File: src/hw/rtl/wsll_pkg.sv
// ----------------------------------------------------------------------------
// wsll_pkg
// Shared types and codes for the worker status table with least-loaded pick.
// ----------------------------------------------------------------------------
package wsll_pkg;

  localparam int TABLE_DEPTH_DEF = 8;
  localparam int ID_WIDTH        = 16;

  localparam logic [1:0] OP_UPDATE = 2'd0;
  localparam logic [1:0] OP_LOOKUP = 2'd1;
  localparam logic [1:0] OP_PICK   = 2'd2;

  localparam logic [1:0] ST_IDLE     = 2'd0;
  localparam logic [1:0] ST_BUSY     = 2'd1;
  localparam logic [1:0] ST_SHUTDOWN = 2'd2;
  localparam logic [1:0] ST_RSVD     = 2'd3;

  localparam logic [1:0] STATUS_OK   = 2'd0;
  localparam logic [1:0] STATUS_FULL = 2'd1;
  localparam logic [1:0] STATUS_NONE = 2'd2;

  localparam logic CFG_MAX_ENTRIES = 1'b0;
  localparam logic CFG_STALE_LIMIT = 1'b1;

  localparam logic [3:0]  MAX_ENTRIES_RST = 4'd3;
  localparam logic [31:0] STALE_LIMIT_RST = 32'd30000;

  typedef struct packed {
    logic [1:0]          op;
    logic [ID_WIDTH-1:0] worker_id;
    logic [1:0]          new_state;
    logic [31:0]         new_queue_size;
    logic [63:0]         new_memory_bytes;
    logic [47:0]         now_ms;
  } req_t;

  typedef struct packed {
    logic [1:0]          status;
    logic [2:0]          entry_index;
    logic [ID_WIDTH-1:0] chosen_id;
    logic [1:0]          out_state;
    logic [31:0]         out_queue_size;
    logic [63:0]         out_memory_bytes;
    logic [47:0]         out_last_update_ms;
    logic [31:0]         out_request_count;
  } rsp_t;

  typedef struct packed {
    logic [ID_WIDTH-1:0] id;
    logic [1:0]          state;
    logic [31:0]         queue;
    logic [63:0]         mem;
    logic [47:0]         last;
    logic [31:0]         reqs;
  } entry_t;

  // Sweep record handed from cell to cell
  typedef struct packed {
    logic   vld;
    logic   hit;
    logic   idle;
    entry_t ent;
  } scan_t;

  // Request fields broadcast to every cell during a sweep
  typedef struct packed {
    logic [1:0]          op;
    logic [ID_WIDTH-1:0] id;
    logic [47:0]         now;
    logic [31:0]         stale_limit;
  } probe_t;

endpackage

File: src/hw/rtl/wsll_cell.sv
// ----------------------------------------------------------------------------
// wsll_cell
// One table slot: holds an entry and folds it into the passing sweep record.
// ----------------------------------------------------------------------------
module wsll_cell #(
  parameter int TABLE_DEPTH = wsll_pkg::TABLE_DEPTH_DEF,
  parameter int CELL_IDX    = 0,
  localparam int IDX_W      = (TABLE_DEPTH > 1) ? $clog2(TABLE_DEPTH) : 1,
  localparam int CNT_W      = $clog2(TABLE_DEPTH + 1)
) (
  input  logic                 clk,
  input  logic                 rst,
  input  wsll_pkg::probe_t     probe,
  input  logic [CNT_W-1:0]     live_n,
  input  wsll_pkg::scan_t      scan_in,
  input  logic [IDX_W-1:0]     sel_in,
  output wsll_pkg::scan_t      scan_out,
  output logic [IDX_W-1:0]     sel_out,
  input  logic                 wr_en,
  input  logic [IDX_W-1:0]     wr_idx,
  input  wsll_pkg::entry_t     wr_ent
);
  import wsll_pkg::*;

  entry_t           ent;
  scan_t            scan_next;
  logic [IDX_W-1:0] sel_next;
  logic             live;
  logic             stale;
  logic             is_idle;
  logic             q_lt;
  logic             take;
  logic [47:0]      age;

  always_comb begin
    live    = CNT_W'(CELL_IDX) < live_n;
    age     = probe.now - ent.last;
    stale   = (probe.now >= ent.last) && (age > {16'b0, probe.stale_limit});
    is_idle = ent.state == ST_IDLE;
    q_lt    = ent.queue < scan_in.ent.queue;
    take    = 1'b0;
    case (probe.op)
      OP_UPDATE, OP_LOOKUP: begin
        take = live && !scan_in.hit && (ent.id == probe.id);
      end
      OP_PICK: begin
        if (live && (ent.state != ST_SHUTDOWN) && !stale) begin
          if (is_idle) begin
            take = !scan_in.hit || !scan_in.idle || q_lt;
          end else begin
            take = !scan_in.idle && (!scan_in.hit || q_lt);
          end
        end
      end
      default: take = 1'b0;
    endcase
    scan_next = scan_in;
    sel_next  = sel_in;
    if (take) begin
      scan_next.hit  = 1'b1;
      scan_next.idle = is_idle;
      scan_next.ent  = ent;
      sel_next       = IDX_W'(CELL_IDX);
    end
  end

  always_ff @(posedge clk) begin
    if (rst) begin
      scan_out <= '0;
      sel_out  <= '0;
    end else begin
      scan_out <= scan_next;
      sel_out  <= sel_next;
    end
  end

  always_ff @(posedge clk) begin
    if (wr_en && (wr_idx == IDX_W'(CELL_IDX))) begin
      ent <= wr_ent;
    end
  end

endmodule

File: config.mk
export PLATFORM = sky130hd
export DESIGN_NAME = wsll_cell
export DESIGN_NICKNAME = d
export VERILOG_FILES = /design/src/hw/rtl/wsll_pkg.sv /design/src/hw/rtl/wsll_cell.sv
export SDC_FILE = /design/constraint.sdc
export NUM_CORES = 1
export LEC_CHECK = 0
export ABC_CLOCK_PERIOD_IN_PS = 48800
export BUFFER_PORTS_ARGS = -buffer_cell sky130_fd_sc_hd__buf_2
export CAP_MARGIN = 40
export CELL_PAD_IN_SITES_DETAIL_PLACEMENT = 0
export CELL_PAD_IN_SITES_GLOBAL_PLACEMENT = 2
export CORE_AREA = 8 8 271 273
export DETAILED_ROUTE_END_ITERATION = 6
export DIE_AREA = 0 0 279 281
export HOLD_SLACK_MARGIN = 0.08
export PLACE_DENSITY_LB_ADDON = 0.12
export SYNTH_ARGS = -nofsm -noshare
export SYNTH_HDL_FRONTEND = slang
export SYNTH_SLANG_ARGS = --single-unit
File: constraint.sdc
create_clock -name clk -period 48.8 [get_ports clk]
set_clock_uncertainty 0.1 [all_clocks]
set_input_delay 2.44 -clock clk [delete_from_list [all_inputs] [get_ports clk]]
set_output_delay 2.44 -clock clk [all_outputs]
set_load 0.02 [all_outputs]
==> results of run 1 <==
routing by layer:
layer	GRT usage (%)	part of all wire, %	vias up
li1	-	-	7889
met1	21.9	39	7527
met2	36.0	52	452
met3	6.37	7.2	136
met4	4.68	2.1	34
met5	0	0.28	-
how the worst max path moves through the flow:
stage / startpoint / end / slack [ps] / cells after the start
final: probe[32] / sel_out[1] / 40070 / 24
after global placement: probe[32] / sel_out[2] / 39260 / 24
after floorplan: wr_idx[2] / ent[0] / 24890 / 1
after global routing: probe[32] / sel_out[1] / 39610 / 24
after detailed placement: probe[32] / sel_out[1] / 39440 / 24
after CTS: probe[32] / sel_out[1] / 40000 / 24
report_power, final:
group | switching (mW) | leakage (nW) | total, mW | internal [mW]
clock | 0.150 | 0.791 | 0.366 | 0.216
combinational | 0.0816 | 8.38 | 0.140 | 0.0581
sequential | 0.00507 | 3.43 | 0.369 | 0.364
through the flow:
stage	hold WS, ps	util [%]	std cells	power [mW]
floorplan	384	-	1875	0.459
global placement	388	35.1	3430	0.516
detailed placement	397	35.2	3435	0.517
CTS	412	37.6	3525	0.891
global route	433	37.6	3531	0.913
finish	407	37.6	3541	0.874
layout by cell type (no fill, tap or decap), drive strengths merged, types with 6 or more instances in the layout:
cell type,n
nor4,13
o211ai,15
nand2,74
nor3,18
mux2i,195
inv,123
clkbuf,64
dfxtp,200
a21boi,8
xnor2,23
a21oi,91
nor2b,10
xor2,25
ha,111
nor2,47
nand4,41
clkinv,17
buf,712
nand2b,395
o21ai,48
a211oi,11
o21a,22
nand3,21
o21bai,6
edfxtp,194
diode,16
a21o,10
layout make-up:
type                    instances  area, µm²  area share (%)
multi-input cells            1266       9240            35.4
repair buffers                713       3710            14.2
well taps                     940       1180            4.51
diodes                         16       40.0           0.154
clock inverters                27        283            1.08
flip-flops and latches        394       9830            37.7
clock buffers                  63       1340            5.13
inverters                     122        458            1.76
flip-flops by register name, indices dropped and copies added, names as in the netlist:
name	flops
scan_out	197
ent	194
sel_out	3
kinds of logic (layout without fill, tap and decap cells):
| logic type | after synthesis | in the layout | synth area share, % |
|---|---|---|---|
| AO/OA/AOI/OAI | 256 | 256 | 8.20 |
| XOR/XNOR | 48 | 48 | 2.10 |
| adder cells (fa/ha/maj) | 112 | 112 | 7.04 |
| buffers and inverters | 215 | 925 | 4.78 |
| flip-flops | 394 | 394 | 49.1 |
| multiplexers | 198 | 198 | 9.92 |
| other | 0 | 16 | 0 |
| AND/OR/NAND/NOR | 652 | 652 | 18.8 |
worst reg2reg max path, stage by stage (launching register included):
cell	delay (ps)
edfxtp_1	380
ha_1	230
fa_1	410
nand2b_1	190
a21oi_1	290
o2111ai_1	270
a31oi_1	630
a21oi_1	270
o21ai_0	250
xor2_1	100
ha_1	320
nand4_1	170
nor4_1	390
a21oi_1	130
a22oi_1	300
o2111ai_1	160
a2111oi_0	330
o311ai_0	300
a2111oi_2	470
a21oi_4	180
buf_12	280
buf_4	510
and3b_1	380
==> results.md, run 1 <==
- PD cells: 33.5 mW/mm²
- Crit path buffers/inverters: 4
- First-pass DRT Iterations: 5
- #FFs+latches synth: 394
- R2r startpoint: ent[32]
- Critical Path, Cell by Cell: buf_2, inv_1, ha_1, fa_1, nand2b_1, a21oi_1, o2111ai_1, a31oi_1, a21oi_1, o21ai_0, xor2_1, ha_1, nand4_1, nor4_1, a21oi_1, a22oi_1, o2111ai_1, a2111oi_0, o311ai_0, a2111oi_2, a21oi_4, buf_12, buf_4, and3b_1
- Core footprint: 0.0693 mm²
- Syn_nets: 2,489
- Final WL: 80,900 µm
- Number of synthesized flops with an enable pin: 194
- Wire per inst: 22.8 µm
- CP Data Required Time: 49,150 ps
- Crit Path Max Fanout: 107
- Clock Latency Late Sink: 600 ps
- Synth warn: 0
- Synth area leader: edfxtp_1
- DIE WIDTH: 279 µm
- Final worst path period need: 8730 ps
- DRT iter0 DRCs: 705
- Hold_sp: ent[13]
- # rows: 97
- R2R Setup Slk: 41,670 ps
- Fmax: 115 MHz
- Starting Density: 28.9%
- Clock Tree Buf Depth: 3
- Max-slew violations: 0
- Status: complete, no violations
- Crit path max-delay family: compound AO/OA/AOI/OAI gates
- Via count: 16,000
- Root buf cell: clkbuf_16
- Sequential area share after synthesis: 49.1%
- Most used cell along the critical path: a21oi_1
- Final TNS setup: 0 ps
- Setup bufs post-CTS: 0
- Clock sinks: 394
- Layout area overhead: 30.3%
- RD Place Congestion: 0.856
- DRC: 0
- Initial antenna violation count: 46
- Hold Fails Final Rpt: 0
- PortBufs: 701
- Critical Path AT: 9090 ps
- Fillers: 7,146
- Final setup vio count: 0
- Post-synthesis cell type count: 68
- Full die area: 0.0784 mm²
- Num ports: 702
- Pre-CTS WS: 39,440 ps
- Pleak: 12.6 nW
- Critical Path End Type: flip-flop
- Critical path's largest stage delay: 630 ps
- Vias/cell: 4.53
- Largest net degree at the start of global routing: 131
- GR Overflow Total: 0
- Final setup margin: 40,070 ps
- Synth Instances: 1,875
- Measured slew at the worst slew-check pin: 990 ps
- Top_reg_cell synth: dfxtp_1
- Dpl hpwl: 65,800 µm
- RSZ-0062 raised after global routing: false
- Vias in the first global route: 16,800
- Hold depth: 2
- Worst VDD drop: 0.0355 mV
- Top cells by count, synth: nand2b_1 (395), dfxtp_1 (200), mux2i_1 (195)
- ANT nets after route: 0
- Most frequent cell after synthesis: nand2b_1
- Global-route wire length before repair: 115,000 µm
- Top cell type's share of synthesized area: 29.1%
- Maximum Capacitance Violations: 0
- PostCTS Resize Cnt: 0
- Hold Path Class: reg -> reg
- Area after DPL: 0.0244 mm²
- Top cells by area, synth: edfxtp_1 (29%), dfxtp_1 (20%), nand2b_1 (12%)
- Ys async rst share: 0%
- Critical R2R Capture: sel_out[1]
- CP Launch Type: primary input
- Clock transition at path regs: 60 ps
- Avg Inst Size Synth: 10.7 µm²
- Reg2reg path depth: 22
- Total CTS buffers: 48
- Hold Buf Count CTS: 0
- Hold endpoint: scan_out[13]
- CTS tree: built
- Crit Path Class: in -> reg
- Gr usage total: 19.6%
- Die height: 281 µm
- Critical-path top delay cell: a31oi_1
- Slew HR: 34.0%
- Synth Cell Area: 0.0200 mm²
- H-tree lvl count: 2
- Layout cells sized above 1: 31.3%
- Final instance area: 0.0261 mm²
- Net count, final: 3,159
- Tcrit/Tclk final: 17.9%
(Power assumes the default switching activity.)
==> inputs of run 2 (changes only) <==
--- a/config.mk
+++ b/config.mk
@@ -5,14 +5,15 @@
 export SDC_FILE = /design/constraint.sdc
 export NUM_CORES = 1
 export LEC_CHECK = 0
-export ABC_CLOCK_PERIOD_IN_PS = 48800
+export ABC_AREA = 1
+export ABC_CLOCK_PERIOD_IN_PS = 7600
 export BUFFER_PORTS_ARGS = -buffer_cell sky130_fd_sc_hd__buf_2
 export CAP_MARGIN = 40
 export CELL_PAD_IN_SITES_DETAIL_PLACEMENT = 0
 export CELL_PAD_IN_SITES_GLOBAL_PLACEMENT = 2
-export CORE_AREA = 8 8 271 273
+export CORE_AREA = 8 8 273 328
 export DETAILED_ROUTE_END_ITERATION = 6
-export DIE_AREA = 0 0 279 281
+export DIE_AREA = 0 0 281 336
 export HOLD_SLACK_MARGIN = 0.08
 export PLACE_DENSITY_LB_ADDON = 0.12
 export SYNTH_ARGS = -nofsm -noshare
==> constraint.sdc (replaced) <==
create_clock -name clk -period 7.6 [get_ports clk]
set_clock_uncertainty 0.1 [all_clocks]
set_input_delay 0.38 -clock clk [delete_from_list [all_inputs] [get_ports clk]]
set_output_delay 0.38 -clock clk [all_outputs]
set_load 0.02 [all_outputs]
==> run 2 against run 1 <==
Effect of this change: global-route usage grew 0.42 points; die area grew 20%; sequential share of layout area decreased by 6.6 points; non-clock buffer count rose by 400; synthesized cell count rose by 38%; sequential cell count unchanged; combinational power grew to 7.9 times the previous value; register-to-register slack lost 40000 ps; final area is 21% higher; critical path type is now reg -> reg; highest routed layer unchanged.
==> results.md, run 2 <==
- Most used cell along the critical path: nand2_1
- Biggest regs: scan_out: 197 flops, ent: 194 flops, sel_out: 3 flops
- Ys async rst share: 0%
- Final worst path period need: 6310 ps
- PortBufs: 701
- Final core occ: 37.6%
- Die height: 336 µm
- Highest-count cells in the layout ignoring fill and taps: buf_2 (701), nand2_1 (563), inv_1 (440)
- Vias in the first global route: 22,300
- Critical Path AT: 6730 ps
- Setup bufs post-CTS: 0
- CTS tree: built
- Layout area overhead: 46.1%
- Vias/cell: 4.30
- Final setup vio count: 0
- Clock Tree Buf Depth: 3
- DRC: 0
- Final WL: 98,500 µm
- Clock transition at path regs: 60 ps
- Tcrit/Tclk final: 83.0%
- Clock sinks: 394
- DIE WIDTH: 281 µm
- Critical-path top delay cell: dlygate4sd3_1
- DRT iter0 DRCs: 867
- Wire per inst: 20.4 µm
- RSZ-0062 raised after global routing: false
- Largest net degree at the start of global routing: 194
- Synth area leader: edfxtp_1
- Crit Path Class: reg -> reg
- Fillers: 8,796
- Status: complete, no violations
- Clock Latency Late Sink: 610 ps
- Gr usage total: 20.0%
- Synth Instances: 2,593
- Num ports: 702
- Starting Density: 25.7%
- Full die area: 0.0944 mm²
- Crit Path Max Fanout: 193
- Worst VDD drop: 0.183 mV
- Synth Cell Area: 0.0216 mm²
- Fmax: 159 MHz
- Maximum Capacitance Violations: 0
- Post-synthesis cell type count: 47
- Hold Fails Final Rpt: 0
- Top cells by count, synth: nand2_1 (563), inv_1 (440), nor2_1 (293)
- GR Overflow Total: 0
- Top cells by area, synth: edfxtp_1 (27%), dfxtp_1 (18%), nand2_1 (9.8%)
- Number of synthesized flops with an enable pin: 194
- Avg Inst Size Synth: 8.35 µm²
- Most common cell after layout, fill and taps aside: buf_2
- PD cells: 186 mW/mm²
- Via count: 20,800
- Global-route wire length before repair: 142,000 µm
- #FFs+latches synth: 394
- RD Place Congestion: 0.853
- Root buf cell: clkbuf_16
- Max FFs per register: 197
- H-tree lvl count: 2
- Top cell type's share of synthesized area: 26.9%
- Dpl hpwl: 78,100 µm
- Largest Register: scan_out
- Net count, final: 4,263
- Top_reg_cell synth: dfxtp_1
- Core footprint: 0.0842 mm²
- Most frequent cell after synthesis: nand2_1
- CP Data Required Time: 8030 ps
- Total CTS buffers: 48
- Syn_nets: 3,207
- Measured slew at the worst slew-check pin: 1350 ps
- Layout cells sized above 1: 27.8%
- Critical path's largest stage delay: 610 ps
- Initial antenna violation count: 35
- Pleak: 16.5 nW
- # rows: 117
- ANT nets after route: 0
- First-pass DRT Iterations: 5
- Sequential area share after synthesis: 45.4%
- Max-slew violations: 0
- Hold Path Class: in -> reg
- Final TNS setup: 0 ps
- Slew HR: 9.70%
- Synth warn: 0
- CP Launch Type: flip-flop
- Critical Path End Type: flip-flop
## run 2: area by class of cell
type | instances | area, µm² | share of cell area [%]
Sequential cell | 394 | 9830 | 31.1
Multi-Input combinational cell | 1640 | 9290 | 29.4
Timing Repair Buffer | 1113 | 7710 | 24.4
Inverter | 452 | 1700 | 5.38
Tap cell | 1130 | 1410 | 4.47
Clock buffer | 60 | 1300 | 4.10
Clock inverter | 29 | 334 | 1.06
Antenna cell | 22 | 55.1 | 0.174
## run 2: metrics by stage
| step | instances | hold WS, ps | power [mW] | worst slack, ps | area [µm²] |
|---|---|---|---|---|---|
| floorplan | 2593 | 344 | 2.96 | 472 | 21700 |
| global placement | 4328 | 348 | 3.36 | 1510 | 25900 |
| detailed placement | 4331 | 358 | 3.36 | 1560 | 26000 |
| CTS | 4818 | 288 | 5.99 | 1310 | 31600 |
| global route | 4835 | 315 | 6.17 | 717 | 31600 |
| finish | 4840 | 286 | 5.88 | 1290 | 31600 |
## run 2: where the power goes
part / switching [mW] / internal [mW] / total (mW)
registers: 0.0349 / 2.33 / 2.37
logic: 0.636 / 0.478 / 1.11
clock network: 0.985 / 1.42 / 2.40
## run 2: worst paths after layout
| check | from | endpoint | slack [ps] | cells past startpoint |
|---|---|---|---|---|
| max | ent[32] | sel_out[0] | 1290 | 29 |
| min | rst | scan_out[14] | 290 | 4 |
| max reg2reg | ent[32] | sel_out[0] | 1290 | 29 |
| min reg2reg | ent[21] | scan_out[21] | 360 | 2 |
## run 2: cell families (layout without fill, tap and decap cells)
family | after synthesis | in the layout | synth area share [%]
other | 0 | 22 | 0
and+or+nand+nor | 1162 | 1162 | 26.9
DFF | 394 | 394 | 45.4
xor gates and xnor gates | 37 | 37 | 1.50
AOI/OAI and AO/OA | 329 | 329 | 7.93
buffers and inverters | 559 | 1654 | 11.8
adders and majority gates | 112 | 112 | 6.51
## run 2: critical path, delay by kind of cell, from the launching register on
kind                       cells  cell delay, ps
and+or+nand+nor               22            2860
adders and majority gates      3             900
xor gates and xnor gates       1             160
buffers and inverters          2            1210
AOI/OAI and AO/OA              1             150
DFF                            1             410
## run 2: what timing repair did
item	in CTS	in global routing
hold buffers	398	0
hold endpoints to repair	394	0
gates resized for setup	0	0
## run 2: routing by layer
layer / up-vias / share of wire, % / global-route usage [%]
met5: - / 0.16 / 0
met4: 26 / 3.7 / 7.28
met3: 162 / 6.0 / 5.30
met2: 538 / 53 / 37.6
met1: 9699 / 38 / 21.3
li1: 10400 / - / -
